## src/rtl/tps_pkg.sv

```systemverilog
// ----------------------------------------------------------------------------
// tps_pkg
// Shared widths, register indexes and types for the triangle pixel shader.
// ----------------------------------------------------------------------------
package tps_pkg;

    localparam int COORD_INT_BITS   = 12;
    localparam int WEIGHT_FRAC_BITS = 16;

    localparam int PIX_W      = 12;
    localparam int COORD_W    = 16;
    localparam int FRAC_BITS  = COORD_W - COORD_INT_BITS;
    localparam int DIFF_W     = COORD_W + 1;
    localparam int PROD_W     = 2 * DIFF_W;
    localparam int EDGE_W     = PROD_W + 4;
    localparam int SQ_W       = 2 * COORD_W;
    localparam int DSQ_W      = SQ_W + 1;
    localparam int SQRT_STEPS = 18;
    localparam int SQRT_W     = 2 * SQRT_STEPS;
    localparam int DIST_W     = COORD_W + 1;
    localparam int P_W        = 2 * DIST_W;
    localparam int S_W        = P_W + 2;
    localparam int REM_W      = S_W + 1;
    localparam int W_W        = WEIGHT_FRAC_BITS;
    localparam int CH_W       = 8;
    localparam int MUL_W      = W_W + CH_W;
    localparam int MAC_W      = MUL_W + 2;
    localparam int RGB_W      = 3 * CH_W;
    localparam int VTX_W      = 2 * COORD_W;
    localparam int CFG_ADDR_W = 3;
    localparam int CFG_DATA_W = 32;

    typedef enum logic [CFG_ADDR_W-1:0] {
        REG_VERTEX_A,
        REG_VERTEX_B,
        REG_VERTEX_C,
        REG_COLOR_A,
        REG_COLOR_B,
        REG_COLOR_C,
        REG_BACKGROUND
    } reg_index_t;

    localparam logic [VTX_W-1:0] VERTEX_A_RST   = 32'd262146000;
    localparam logic [VTX_W-1:0] VERTEX_B_RST   = 32'd786434000;
    localparam logic [VTX_W-1:0] VERTEX_C_RST   = 32'd524294000;
    localparam logic [RGB_W-1:0] COLOR_A_RST    = 24'hFF0000;
    localparam logic [RGB_W-1:0] COLOR_B_RST    = 24'h00FF00;
    localparam logic [RGB_W-1:0] COLOR_C_RST    = 24'h0000FF;
    localparam logic [RGB_W-1:0] BACKGROUND_RST = 24'h334C4C;

    typedef struct packed {
        logic [VTX_W-1:0] vertex_a;
        logic [VTX_W-1:0] vertex_b;
        logic [VTX_W-1:0] vertex_c;
        logic [RGB_W-1:0] color_a;
        logic [RGB_W-1:0] color_b;
        logic [RGB_W-1:0] color_c;
        logic [RGB_W-1:0] background;
    } cfg_t;

    typedef struct packed {
        logic vld;
        logic hit;
    } ctl_t;

endpackage

```

## src/rtl/tps_sqrt.sv

```systemverilog
// ----------------------------------------------------------------------------
// tps_sqrt
// Three-lane integer square root, one bit pair per pipeline stage.
// ----------------------------------------------------------------------------
module tps_sqrt (
    input  logic                                   aclk,
    input  logic                                   aresetn,
    input  logic                                   en,
    input  tps_pkg::ctl_t                          ctl_in,
    input  logic [2:0][tps_pkg::DSQ_W-1:0]         dsq_in,
    output tps_pkg::ctl_t                          ctl_out,
    output logic [2:0][tps_pkg::DIST_W-1:0]        dist_out
);
    import tps_pkg::*;

    logic [SQRT_W-1:0] v_reg   [SQRT_STEPS][3];
    logic [SQRT_W-1:0] res_reg [SQRT_STEPS][3];
    ctl_t              ctl_reg [SQRT_STEPS];

    for (genvar i = 0; i < SQRT_STEPS; i++) begin : g_step
        localparam logic [SQRT_W-1:0] BIT = SQRT_W'(1) << (SQRT_W - 2 - 2 * i);
        logic [SQRT_W-1:0] v_in    [3];
        logic [SQRT_W-1:0] res_in  [3];
        logic [SQRT_W-1:0] v_next  [3];
        logic [SQRT_W-1:0] res_next[3];
        ctl_t              ctl_in_s;

        if (i == 0) begin : g_first
            for (genvar l = 0; l < 3; l++) begin : g_lane
                assign v_in[l]   = SQRT_W'(dsq_in[l]);
                assign res_in[l] = '0;
            end
            assign ctl_in_s = ctl_in;
        end else begin : g_rest
            for (genvar l = 0; l < 3; l++) begin : g_lane
                assign v_in[l]   = v_reg[i-1][l];
                assign res_in[l] = res_reg[i-1][l];
            end
            assign ctl_in_s = ctl_reg[i-1];
        end

        always_comb begin
            logic [SQRT_W-1:0] trial;
            for (int l = 0; l < 3; l++) begin
                trial = res_in[l] + BIT;
                if (v_in[l] >= trial) begin
                    v_next[l]   = v_in[l] - trial;
                    res_next[l] = (res_in[l] >> 1) + BIT;
                end else begin
                    v_next[l]   = v_in[l];
                    res_next[l] = res_in[l] >> 1;
                end
            end
        end

        always_ff @(posedge aclk) begin
            if (!aresetn) begin
                ctl_reg[i].vld <= 1'b0;
            end else if (en) begin
                ctl_reg[i].vld <= ctl_in_s.vld;
            end
            if (en) begin
                ctl_reg[i].hit <= ctl_in_s.hit;
                for (int l = 0; l < 3; l++) begin
                    v_reg[i][l]   <= v_next[l];
                    res_reg[i][l] <= res_next[l];
                end
            end
        end
    end

    // zero distance counts as one
    always_comb begin
        for (int l = 0; l < 3; l++) begin
            if (res_reg[SQRT_STEPS-1][l] == '0) begin
                dist_out[l] = DIST_W'(1);
            end else begin
                dist_out[l] = res_reg[SQRT_STEPS-1][l][DIST_W-1:0];
            end
        end
    end

    assign ctl_out = ctl_reg[SQRT_STEPS-1];

endmodule

```

## config.mk

```make
export PLATFORM = sky130hd
export DESIGN_NAME = tps_sqrt
export DESIGN_NICKNAME = d
export VERILOG_FILES = /design/src/rtl/tps_pkg.sv /design/src/rtl/tps_sqrt.sv
export SDC_FILE = /design/constraint.sdc
export NUM_CORES = 2
export LEC_CHECK = 0
export BUFFER_PORTS_ARGS = -buffer_cell sky130_fd_sc_hd__buf_2
export CORE_UTILIZATION = 57
export DETAILED_ROUTE_END_ITERATION = 10
export PLACE_DENSITY = 0.75
export SLEW_MARGIN = 20
export SYNTH_ARGS = -nofsm -noshare
export SYNTH_HDL_FRONTEND = slang
export SYNTH_SLANG_ARGS = --single-unit
export TNS_END_PERCENT = 50
```

## constraint.sdc

```tcl
create_clock -name aclk -period 3.6 [get_ports aclk]
set_clock_uncertainty 0.05 [all_clocks]
set_input_delay 0.72 -clock aclk [delete_from_list [all_inputs] [get_ports aclk]]
set_output_delay 0.72 -clock aclk [all_outputs]
set_load 0.02 [all_outputs]
```

==> results.sh <==
export IMPL_outcome="completed"
export IMPL_grt_pass1_vias=62500
export IMPL_drt_pass1_iter_count=6
export IMPL_rows=158
export IMPL_synth_seq_cells=2316
export IMPL_dieArea_mm2=0.188
export IMPL_power_share_clock_pct=35.4
export IMPL_r2r_slack_ns=0.03
export IMPL_fin_area_mm2=0.119
export IMPL_dr_total_vias=63000
export IMPL_nNetsFinal=9096
export IMPL_cts_inserted_buffers=226
export IMPL_cp_required_ns=4.14
export IMPL_grt_pass1_wl_um=323000
export IMPL_r2r_start="v_reg[7][114]$_DFFE_PP_"
export IMPL_cts_sinks=2316
export IMPL_initial_core_util_pct=57.4
export IMPL_die_h_um=434
export IMPL_gr_total_overflow=0
export IMPL_hp_class="input pin to flip-flop"
export IMPL_reg2regPathDepth=7
export IMPL_yosysTopAreaCellShare_pct=65.3
export IMPL_root_buffer="clkbuf_16"
export IMPL_synth_warnings=0
export IMPL_ant_nets=0
export IMPL_fill_cells=13200
export IMPL_synthArstFlopShare_pct=0
export IMPL_area_growth_pct=12.3
export IMPL_sw_frac_of_total_pct=24.8
export IMPL_grt_setup_unrepaired="no"
export IMPL_min_to="ctl_reg[0][1]$_DFFE_PP_"
export IMPL_slew_violations=0
export IMPL_hold_depth=2
export IMPL_synth_edff_count=2315
export IMPL_post_dp_hpwl_um=146000
export IMPL_tns_ns=0
export IMPL_cts_tree="yes"
export IMPL_synth_area_mm2=0.106
export IMPL_io_pins=157
export IMPL_clk_pin_slew_worst_paths_ns=0.06
export IMPL_worstSetupPathType="flip-flop to flip-flop"
export IMPL_cts_htree_levels=4
export IMPL_synthTopCellsByArea="edfxtp_1 65%, ha_1 5.9%, xor2_1 3.2%, xnor2_1 2.8%, inv_1 2.2%"
export IMPL_place_congestion=0.981
export IMPL_worstSetupStartpointType="flip-flop"
export IMPL_avgSynthCellArea_um2=13.2
export IMPL_cp_max_fo=36
export IMPL_pwr_share_seq_pct=51.7
export IMPL_die_width_um=434
export IMPL_reg2reg_to="v_reg[8][6]$_DFFE_PP_"
export IMPL_fmax_mhz=280
export IMPL_hp_start="ctl_in[1]"
export IMPL_route_detailed_drc=0
export IMPL_core_area_mm2=0.185
export IMPL_post_drt_via_cell_ratio=5.64
export IMPL_setup_violations=0
export IMPL_synth_flop_cell="edfxtp_1"
export IMPL_pwr_share_comb_pct=12.8
export IMPL_grt_max_degree=131
export IMPL_worstMarginPinSlew_ns=1.19
export IMPL_hold_viol=0
export IMPL_cts_setup_buffers=0
export IMPL_internal_power_w=0.0510
export IMPL_postPlaceCellArea_mm2=0.111
export IMPL_drt_iter0_drc=4369
export IMPL_clk_latency_ns=0.86
export IMPL_period_share_pct=99.3
export IMPL_ys_seq_area_share_pct=65.4
export IMPL_powerDensity_mw_per_mm2=567
export IMPL_netSwitchingPower_w=0.0168
export IMPL_synth_top_area_cell="edfxtp_1"
export IMPL_irDropWorstVdd_mv=0.519
export IMPL_clockBufferDepth=3
export IMPL_portBuffers=156
export IMPL_antenna_found_initial=0
export IMPL_largest_reg_flops=1821
export IMPL_gr_usage_all_layers_pct=21.5
export IMPL_synth_cell_types=93
export IMPL_crit_path_end_kind="flip-flop"
export IMPL_max_slew_margin_pct=18.6
export IMPL_wl_per_cell_um=18.1
export IMPL_leakage_nw=45.0
export IMPL_period_minus_slack_ns=3.57
export IMPL_syn_inst=8053
export IMPL_arrival_ns=4.11
export IMPL_wl_um=202000
export IMPL_drv_cap=0
export IMPL_drive_gt1_share_pct=8.62
[layout by cell type, fill, tap and decap left out, types with 21 or more instances in the layout]
master            n
bufinv_16        34
o21a_1          111
a21boi_0         21
nand4_1          94
nor3_1          259
nand4b_1         27
xnor2_1         338
nand3b_1         23
clkbuf_1         42
inv_1           612
xor2_1          391
nand3_1         103
edfxtp_1       2315
clkinv_1         45
buf_2           155
dlygate4sd3_1   100
clkinv_2         36
nand2b_1        104
nor2b_1          65
nor4b_1          25
or3_1            99
o21ai_0         380
o211ai_1         33
or2_2            37
or4_1            79
nor4_1          259
a31oi_1          37
a21o_1          106
nand2_1         536
nor2_1          467
a211oi_1         44
clkbuf_16       228
buf_4           100
ha_1            498
a21oi_1         352
mux2_2           50
and3_1           45
o31ai_1          71
[logic make-up after synthesis]
group / Yosys count / synth area share (%)
AO/OA/AOI/OAI: 1325 / 7.80
XOR/XNOR: 730 / 6.02
adder cells (fa/ha/maj): 498 / 5.86
buffers and inverters: 783 / 2.81
flip-flops: 2316 / 65.4
multiplexers: 65 / 0.674
other: 1 / 0.00353
AND/OR/NAND/NOR: 2335 / 11.5
[cell type report]
| class | instances | area (um2) | area share, % |
|---|---|---|---|
| inverter | 616 | 2310 | 1.94 |
| multi-input combinational | 4959 | 33900 | 28.4 |
| sequential | 2316 | 69500 | 58.2 |
| timing repair buffer | 375 | 2930 | 2.45 |
| clock buffer | 270 | 5860 | 4.91 |
| clock inverter | 150 | 1800 | 1.51 |
| antenna | 2 | 5.00 | 0.00419 |
| tap | 2480 | 3100 | 2.60 |
[cells in the mapped netlist, drive strengths merged (72+ instances only)]
library cell	instances
or4	82
nor4	260
nand2b	105
xnor2	339
ha	498
nor3	261
o21a	111
nand3	103
o21ai	384
a21o	106
or3	102
clkbuf	129
xor2	391
edfxtp	2315
o31ai	72
nor2	468
a21oi	352
nand4	94
nand2	536
inv	615
[routing by layer]
metal	vias up	global-route usage, %	routed length [um]
li1	31000	-	-
met1	29800	25.2	81600
met2	1643	38.1	101000
met3	522	3.21	8370
met4	0	11.9	11400
met5	-	0	0
[worst max-delay path, cell delays in order, from the launching register on]
cell and delay (ns):
edfxtp_1 0.42, ha_1 0.37, a21oi_1 0.35, nand2_1 0.13
a2111oi_0 1.06, o21a_1 0.33, inv_2 0.26, mux2_2 0.35
[worst max path at each step]
stage	from	end	slack, ns	cells past startpoint
5_1_grt	res_reg[13][80]$_DFFE_PP_	v_reg[7][106]$_DFFE_PP_	0.02	11
6_report	v_reg[7][114]$_DFFE_PP_	v_reg[8][6]$_DFFE_PP_	0.03	7
3_5_place_dp	v_reg[7][9]$_DFFE_PP_	v_reg[7][139]$_DFFE_PP_	0.15	9
4_1_cts	v_reg[7][9]$_DFFE_PP_	v_reg[7][139]$_DFFE_PP_	0.15	9
3_3_place_gp	res_reg[14][9]$_DFFE_PP_	v_reg[7][139]$_DFFE_PP_	0.16	10
2_1_floorplan	v_reg[7][9]$_DFFE_PP_	v_reg[7][139]$_DFFE_PP_	0.20	9
[per-stage QoR]
stage | std cells | total power, W | worst slack, ns | utilization, % | hold slack, ns
finish | 11200 | 0.0678 | 0.0257 | 64.4 | 0.148
detailed placement | 10600 | 0.0440 | 0.152 | 59.8 | 0.355
global placement | 10600 | 0.0437 | 0.164 | 59.8 | 0.351
global route | 11200 | 0.0705 | 0.0179 | 64.4 | 0.0936
CTS | 11200 | 0.0680 | 0.153 | 64.4 | 0.0672
floorplan | 8058 | 0.0411 | 0.202 | - | 0.350
[power groups by stage]
stage                     clock [W]  sequential (W)  combinational (W)
final                        0.0240          0.0351            0.00870
after global routing         0.0255          0.0353            0.00970
after CTS                    0.0244          0.0350            0.00862
after detailed placement          0          0.0356            0.00847
after global placement            0          0.0355            0.00820
after floorplan                   0          0.0348            0.00629
[what timing repair did]
item                       CTS  global route
hold endpoints to repair   100             0
setup endpoints to repair    0             5
hold buffers               100             0
resized for setup            0             3
Note: power is estimated with default switching activity, not from simulation.
