==> src/rtl/tps_pkg.sv <==
// ----------------------------------------------------------------------------
// tps_pkg
// Shared widths, register indexes and types for the triangle pixel shader.
// ----------------------------------------------------------------------------
package tps_pkg;

    localparam int COORD_INT_BITS   = 12;
    localparam int WEIGHT_FRAC_BITS = 16;

    localparam int PIX_W      = 12;
    localparam int COORD_W    = 16;
    localparam int FRAC_BITS  = COORD_W - COORD_INT_BITS;
    localparam int DIFF_W     = COORD_W + 1;
    localparam int PROD_W     = 2 * DIFF_W;
    localparam int EDGE_W     = PROD_W + 4;
    localparam int SQ_W       = 2 * COORD_W;
    localparam int DSQ_W      = SQ_W + 1;
    localparam int SQRT_STEPS = 18;
    localparam int SQRT_W     = 2 * SQRT_STEPS;
    localparam int DIST_W     = COORD_W + 1;
    localparam int P_W        = 2 * DIST_W;
    localparam int S_W        = P_W + 2;
    localparam int REM_W      = S_W + 1;
    localparam int W_W        = WEIGHT_FRAC_BITS;
    localparam int CH_W       = 8;
    localparam int MUL_W      = W_W + CH_W;
    localparam int MAC_W      = MUL_W + 2;
    localparam int RGB_W      = 3 * CH_W;
    localparam int VTX_W      = 2 * COORD_W;
    localparam int CFG_ADDR_W = 3;
    localparam int CFG_DATA_W = 32;

    typedef enum logic [CFG_ADDR_W-1:0] {
        REG_VERTEX_A,
        REG_VERTEX_B,
        REG_VERTEX_C,
        REG_COLOR_A,
        REG_COLOR_B,
        REG_COLOR_C,
        REG_BACKGROUND
    } reg_index_t;

    localparam logic [VTX_W-1:0] VERTEX_A_RST   = 32'd262146000;
    localparam logic [VTX_W-1:0] VERTEX_B_RST   = 32'd786434000;
    localparam logic [VTX_W-1:0] VERTEX_C_RST   = 32'd524294000;
    localparam logic [RGB_W-1:0] COLOR_A_RST    = 24'hFF0000;
    localparam logic [RGB_W-1:0] COLOR_B_RST    = 24'h00FF00;
    localparam logic [RGB_W-1:0] COLOR_C_RST    = 24'h0000FF;
    localparam logic [RGB_W-1:0] BACKGROUND_RST = 24'h334C4C;

    typedef struct packed {
        logic [VTX_W-1:0] vertex_a;
        logic [VTX_W-1:0] vertex_b;
        logic [VTX_W-1:0] vertex_c;
        logic [RGB_W-1:0] color_a;
        logic [RGB_W-1:0] color_b;
        logic [RGB_W-1:0] color_c;
        logic [RGB_W-1:0] background;
    } cfg_t;

    typedef struct packed {
        logic vld;
        logic hit;
    } ctl_t;

endpackage

==> src/rtl/tps_blend.sv <==
// ----------------------------------------------------------------------------
// tps_blend
// Weighted color blend, saturation and background select, two stages.
// ----------------------------------------------------------------------------
module tps_blend (
    input  logic                                   aclk,
    input  logic                                   aresetn,
    input  logic                                   en,
    input  tps_pkg::cfg_t                          cfg,
    input  tps_pkg::ctl_t                          ctl_in,
    input  logic [2:0][tps_pkg::W_W-1:0]           w_in,
    output logic                                   out_vld,
    output logic [tps_pkg::RGB_W-1:0]              out_rgb,
    output logic                                   out_inside
);
    import tps_pkg::*;

    logic [RGB_W-1:0] color [3];
    logic [MUL_W-1:0] mul_reg  [3][3];
    logic [MUL_W-1:0] mul_next [3][3];
    ctl_t             m_ctl_reg;

    assign color[0] = cfg.color_a;
    assign color[1] = cfg.color_b;
    assign color[2] = cfg.color_c;

    // channel 0 is red, taken from the top byte
    always_comb begin
        for (int ch = 0; ch < 3; ch++) begin
            for (int v = 0; v < 3; v++) begin
                mul_next[ch][v] = MUL_W'(w_in[v]) * MUL_W'(color[v][CH_W*(2-ch) +: CH_W]);
            end
        end
    end

    always_ff @(posedge aclk) begin
        if (!aresetn) begin
            m_ctl_reg.vld <= 1'b0;
        end else if (en) begin
            m_ctl_reg.vld <= ctl_in.vld;
        end
        if (en) begin
            m_ctl_reg.hit <= ctl_in.hit;
            mul_reg       <= mul_next;
        end
    end

    logic [RGB_W-1:0] rgb_next;
    logic [RGB_W-1:0] rgb_reg;
    logic             vld_reg, inside_reg;

    always_comb begin
        logic [MAC_W-1:0] acc;
        logic [MAC_W-1:0] sh;
        for (int ch = 0; ch < 3; ch++) begin
            acc = MAC_W'(mul_reg[ch][0]) + MAC_W'(mul_reg[ch][1]) + MAC_W'(mul_reg[ch][2]);
            sh  = acc >> W_W;
            if (!m_ctl_reg.hit) begin
                rgb_next[CH_W*ch +: CH_W] = cfg.background[CH_W*(2-ch) +: CH_W];
            end else if (sh > MAC_W'(255)) begin
                rgb_next[CH_W*ch +: CH_W] = '1;
            end else begin
                rgb_next[CH_W*ch +: CH_W] = sh[CH_W-1:0];
            end
        end
    end

    always_ff @(posedge aclk) begin
        if (!aresetn) begin
            vld_reg <= 1'b0;
        end else if (en) begin
            vld_reg <= m_ctl_reg.vld;
        end
        if (en) begin
            rgb_reg    <= rgb_next;
            inside_reg <= m_ctl_reg.hit;
        end
    end

    assign out_vld    = vld_reg;
    assign out_rgb    = rgb_reg;
    assign out_inside = inside_reg;

endmodule

==> config.mk <==
export PLATFORM = sky130hd
export DESIGN_NAME = tps_blend
export DESIGN_NICKNAME = d
export VERILOG_FILES = /design/src/rtl/tps_pkg.sv /design/src/rtl/tps_blend.sv
export SDC_FILE = /design/constraint.sdc
export NUM_CORES = 2
export LEC_CHECK = 0
export BUFFER_PORTS_ARGS = -buffer_cell sky130_fd_sc_hd__buf_2
export CAP_MARGIN = 20
export CORE_MARGIN = 1.5
export CORE_UTILIZATION = 50
export CTS_CLUSTER_SIZE = 25
export DETAILED_ROUTE_END_ITERATION = 12
export GPL_TIMING_DRIVEN = 0
export PLACE_DENSITY = 0.67
export SYNTH_ARGS = -nofsm -noshare
export SYNTH_HDL_FRONTEND = slang
export SYNTH_SLANG_ARGS = --single-unit
==> constraint.sdc <==
create_clock -name aclk -period 12.3 [get_ports aclk]
set_input_delay 2.46 -clock aclk [delete_from_list [all_inputs] [get_ports aclk]]
set_output_delay 2.46 -clock aclk [all_outputs]
set_load 0.005 [all_outputs]
==> impl_summary.log <==
[metrics] worst path arrival time: slightly below 8000 ps
[metrics] Unique masters post-synth: 79
[metrics] layout cells sized above 1: 5.140%
[metrics] number of clock buffers inserted by TritonCTS: 30
[metrics] pwr dens: around 230 nW/um^2
[metrics] setup clock skew after layout: around 13 ps
[metrics] Setup Fix Bufs, Post-CTS: 0
[metrics] final critical path time including I/O delays and setup: about 7500 ps
[metrics] Post-CTS Hold Fix Bufs: 0
[metrics] total congestion overflow after global routing: 0
[metrics] Slew headroom: 31.44%
[metrics] chain of cells forming the critical path: buf_2 -> clkbuf_1 -> nand2_1 -> fa_1 -> inv_1 -> fa_1 -> fa_1 -> inv_1 -> fa_1 -> inv_1 -> ha_1 -> a21o_1 -> a21o_1 -> a21o_1 -> nand2_1 -> a21bo_1 -> or4b_4 -> a2111o_1 -> o211a_1
[metrics] IO Pins: between 200 and 300
[metrics] total via count in the routed design: ~33,000
[metrics] clk root buf: sky130_fd_sc_hd__clkbuf_16
[metrics] portion of synthesized cell area occupied by the leading cell type: 35.17%
[metrics] total placed instance area: 49,470 sq um
[metrics] die width: 309.5 microns
[metrics] cell count along the critical path: 19
[metrics] worst slew pin tran: between 1000 and 1500 ps
[metrics] most used standard cell by instance count after synthesis: sky130_fd_sc_hd__and2_1
[metrics] path class of the lowest-slack min-delay path: reg -> reg
[metrics] Int Power: 5737 uW
[metrics] top cells by count, synth: sky130_fd_sc_hd__and2_1 (967), sky130_fd_sc_hd__inv_1 (925), sky130_fd_sc_hd__fa_1 (825)
[metrics] worst reg2reg path startpoint: mul_reg[9]$_DFFE_PP_
[metrics] via count of the first global-routing pass: 34,830
[metrics] Netlist Area Pre-Place: 46,960 sq um
[metrics] sequential share of the synthesized area: ~16%
[metrics] Initial DRC Count: 1,893
[metrics] Largest register FFs: 216
[metrics] standby leakage power: between 0.02 and 0.025 uW
[metrics] Cell Rows: roughly 110
[metrics] combinational cell fraction of total power: between 70% and 80%
[metrics] largest family of logic cells by synthesized area: adder cells
[metrics] core area: about 93,000 sq um
[metrics] sum of net half-perimeters after detailed placement: a little over 100,000 microns
[metrics] highest net fanout along the worst path: 10
[metrics] Synth-to-Final Area Change: 7.577%
[metrics] cell seen most often among critical-path stages: sky130_fd_sc_hd__fa_1
[metrics] Worst setup SP type: input port
[metrics] Die Y: roughly 310 microns
[metrics] switching component of the power: around 5800 uW
[metrics] family with the most delay on the worst path: adder cells
[metrics] sum of routed wire length over all layers: 121,000 microns
[metrics] number of pins exceeding their max-slew limit in the final report: 0
[metrics] first-pass detailed-route iteration total: 5
[metrics] async set or reset register ratio after synthesis: 0%
[metrics] total clock sinks: roughly 240
[metrics] Cells after Synth: 4,806
[metrics] Worst-path clk slew: 60 ps
[metrics] area enclosed by the die boundary: between 90,000 and 100,000 sq um
[metrics] setup repair after global routing missed its margin: false
[metrics] Slowest cell on crit path: sky130_fd_sc_hd__fa_1
[metrics] count of buffer and inverter cells on the critical path: 5
[metrics] number of antenna violations at the first check in global routing: 23
[metrics] portion of netlist area occupied by mux cells: 0.04263%
[metrics] Worst Path Class, Setup: in -> reg
[metrics] CP required: about 13,000 ps
[metrics] post-route ant nets: 0
[metrics] H-tree depth: 1
[metrics] leading post-synthesis cells by cell area: sky130_fd_sc_hd__fa_1 (35%), sky130_fd_sc_hd__edfxtp_1 (15%), sky130_fd_sc_hd__and2_1 (13%)
[metrics] number of synthesized register bits: 244
[metrics] starting utilization of the core area: 50.39%
[metrics] setup violators final: 0
[metrics] synthesized net count: 6,341
[metrics] clock tree buffer depth: 3
[metrics] Setup TNS Final: 0 ps
[metrics] max incr delay on CP: 560 ps
[metrics] worst setup path startpoint: w_in[26]
[metrics] CTS tree: done
[metrics] Yosys top cell by area: sky130_fd_sc_hd__fa_1
[metrics] part of the cycle the worst path needs: approximately 60%
[metrics] RePlAce Congestion: about 0.92
[metrics] leading register cell type out of synthesis: sky130_fd_sc_hd__edfxtp_1
[metrics] first-pass GRT wire length: about 190,000 microns
[metrics] worst vdd rail ir drop: 0.1826 mV
[metrics] Setup crit end: mul_reg[191]$_DFFE_PP_
[metrics] Switching Share: about half
[metrics] simple-gate share of the synthesized area: a little under a fifth
[metrics] mean instance size in the synthesized netlist: slightly below 10 sq um
[metrics] Resize count post-CTS: 0
[metrics] Worst Setup End Kind: flop
[metrics] achievable frequency: 133.2 MHz
[metrics] critical register-to-register path endpoint: out_rgb[22]$_DFFE_PP_
[metrics] hold violation total from the final report: 0
[metrics] outcome: finished clean
[metrics] EDFF count, synth: between 200 and 250
[metrics] largest net degree at the start of global routing: roughly 120
[metrics] post-synthesis adder-cell area fraction: a little under half
[metrics] Routed WL per cell: 19.20 microns
[metrics] tightest hold margin: about 450 ps
[metrics] reg-to-reg slack, setup: 7980 ps
[metrics] number of input and output port buffers inserted: approximately 170
[metrics] post-route cell area: 50,520 sq um
[metrics] xor/xnor cell area share of the yosys netlist: under 10%
[metrics] clock share of power: 8.1%
[metrics] DRC violations left: 0
[metrics] Avg Vias per Cell: roughly 5.3
[metrics] nets@finish: around 6,600
[metrics] Synthesis Warnings: 0
[metrics] reg2reg path depth: 9
[metrics] max-capacitance violation count: 0
[metrics] overall track demand over capacity in global routing: 26.16%
[metrics] sequential cell fraction of total power: around 17%
[metrics] compound-cell area share of the yosys netlist: ~6.3%
[metrics] clk_lat worst skew: approximately 600 ps
[layout make-up]
cell class              instances  area [sq um]
diodes                          9         22.52
multi-input cells            3465         35540
clock buffers                  31         754.5
flip-flops and latches        244          7307
inverters                     925          3472
repair buffers                177         940.9
clock inverters                25         271.5
fillers                      8490         42670
well taps                    1254          1569
plain buffers                 172         645.6
[routing by layer]
layer  track usage [%]  part of all wire [%]  vias up
met5                 0                 0.036        -
met4             10.27                   4.4        6
met3             4.461                   7.2      211
met2             42.24                    47      960
met1             35.21                    42    16760
li1                  -                     -    15300
[worst min path at each step]
stage | start | endpoint | slack [ps] | cells past startpoint
after global placement | m_ctl_reg[0]$_DFFE_PP_ | out_inside$_DFFE_PP_ | 430 | 0
after CTS | m_ctl_reg[0]$_DFFE_PP_ | out_inside$_DFFE_PP_ | 450 | 0
final | m_ctl_reg[0]$_DFFE_PP_ | out_inside$_DFFE_PP_ | 450 | 0
after global routing | m_ctl_reg[0]$_DFFE_PP_ | out_inside$_DFFE_PP_ | 460 | 0
after floorplan | m_ctl_reg[0]$_DFFE_PP_ | out_inside$_DFFE_PP_ | 420 | 0
after detailed placement | m_ctl_reg[0]$_DFFE_PP_ | out_inside$_DFFE_PP_ | 440 | 0
[stage by stage]
| step | setup WS (ps) | std cells | total power [uW] | util, % |
|---|---|---|---|---|
| after floorplan | 5129 | 4806 | 7933 | - |
| after CTS | 4837 | 6293 | 11540 | 54.19 |
| after global routing | 4517 | 6297 | 12650 | 54.20 |
| final | 4790 | 6302 | 11500 | 54.21 |
| after global placement | 3893 | 6234 | 10380 | 53.01 |
| after detailed placement | 4221 | 6237 | 10500 | 53.09 |
[placed cells by master (no fill, tap or decap), types with 6 or more instances in the layout]
cell type and instances:
sky130_fd_sc_hd__o21ai_0 58, sky130_fd_sc_hd__a211o_1 7, sky130_fd_sc_hd__nand2b_1 25, sky130_fd_sc_hd__and3_1 15, sky130_fd_sc_hd__buf_2 174, sky130_fd_sc_hd__edfxtp_1 242
sky130_fd_sc_hd__ha_1 465, sky130_fd_sc_hd__o21bai_1 12, sky130_fd_sc_hd__nor3_1 37, sky130_fd_sc_hd__xnor2_1 128, sky130_fd_sc_hd__clkbuf_16 30, sky130_fd_sc_hd__nand2_1 262
sky130_fd_sc_hd__and2_1 967, sky130_fd_sc_hd__diode_2 9, sky130_fd_sc_hd__or3_1 10, sky130_fd_sc_hd__a221oi_1 6, sky130_fd_sc_hd__xor2_1 55, sky130_fd_sc_hd__nor2_1 109
sky130_fd_sc_hd__a21oi_1 171, sky130_fd_sc_hd__clkinv_4 7, sky130_fd_sc_hd__a21o_1 61, sky130_fd_sc_hd__inv_1 925, sky130_fd_sc_hd__fa_1 825, sky130_fd_sc_hd__or2_2 11
sky130_fd_sc_hd__clkbuf_1 173, sky130_fd_sc_hd__o31a_1 8, sky130_fd_sc_hd__nand3_1 40, sky130_fd_sc_hd__o21a_1 29, sky130_fd_sc_hd__nor2b_1 37, sky130_fd_sc_hd__a31oi_1 20
sky130_fd_sc_hd__a211oi_1 14
[power by group through the flow]
stage                     clock network, uW  logic (uW)  registers [uW]
after floorplan                           0        6150            1780
after global placement                    0        8470            1920
after detailed placement                  0        8590            1910
after CTS                               948        8690            1900
after global routing                    979        9730            1940
final                                   927        8670            1900
[worst reg2reg max path, cell delays in order (launching register included)]
cell and delay, ps:
sky130_fd_sc_hd__edfxtp_1 410, sky130_fd_sc_hd__fa_1 490, sky130_fd_sc_hd__ha_1 300, sky130_fd_sc_hd__a2111oi_0 580, sky130_fd_sc_hd__nand3_1 180, sky130_fd_sc_hd__a221oi_1 820, sky130_fd_sc_hd__o211ai_1 270, sky130_fd_sc_hd__a21oi_1 330
sky130_fd_sc_hd__xor2_1 110, sky130_fd_sc_hd__a221oi_1 560
[cells by family after synthesis]
kind of cell               after synthesis
muxes                                    2
DFF                                    244
buffers and inverters                 1097
AOI/OAI and AO/OA                      453
xor gates and xnor gates               183
adders and majority gates             1290
and+or+nand+nor                       1537
Note: power is estimated with default switching activity, not from simulation.
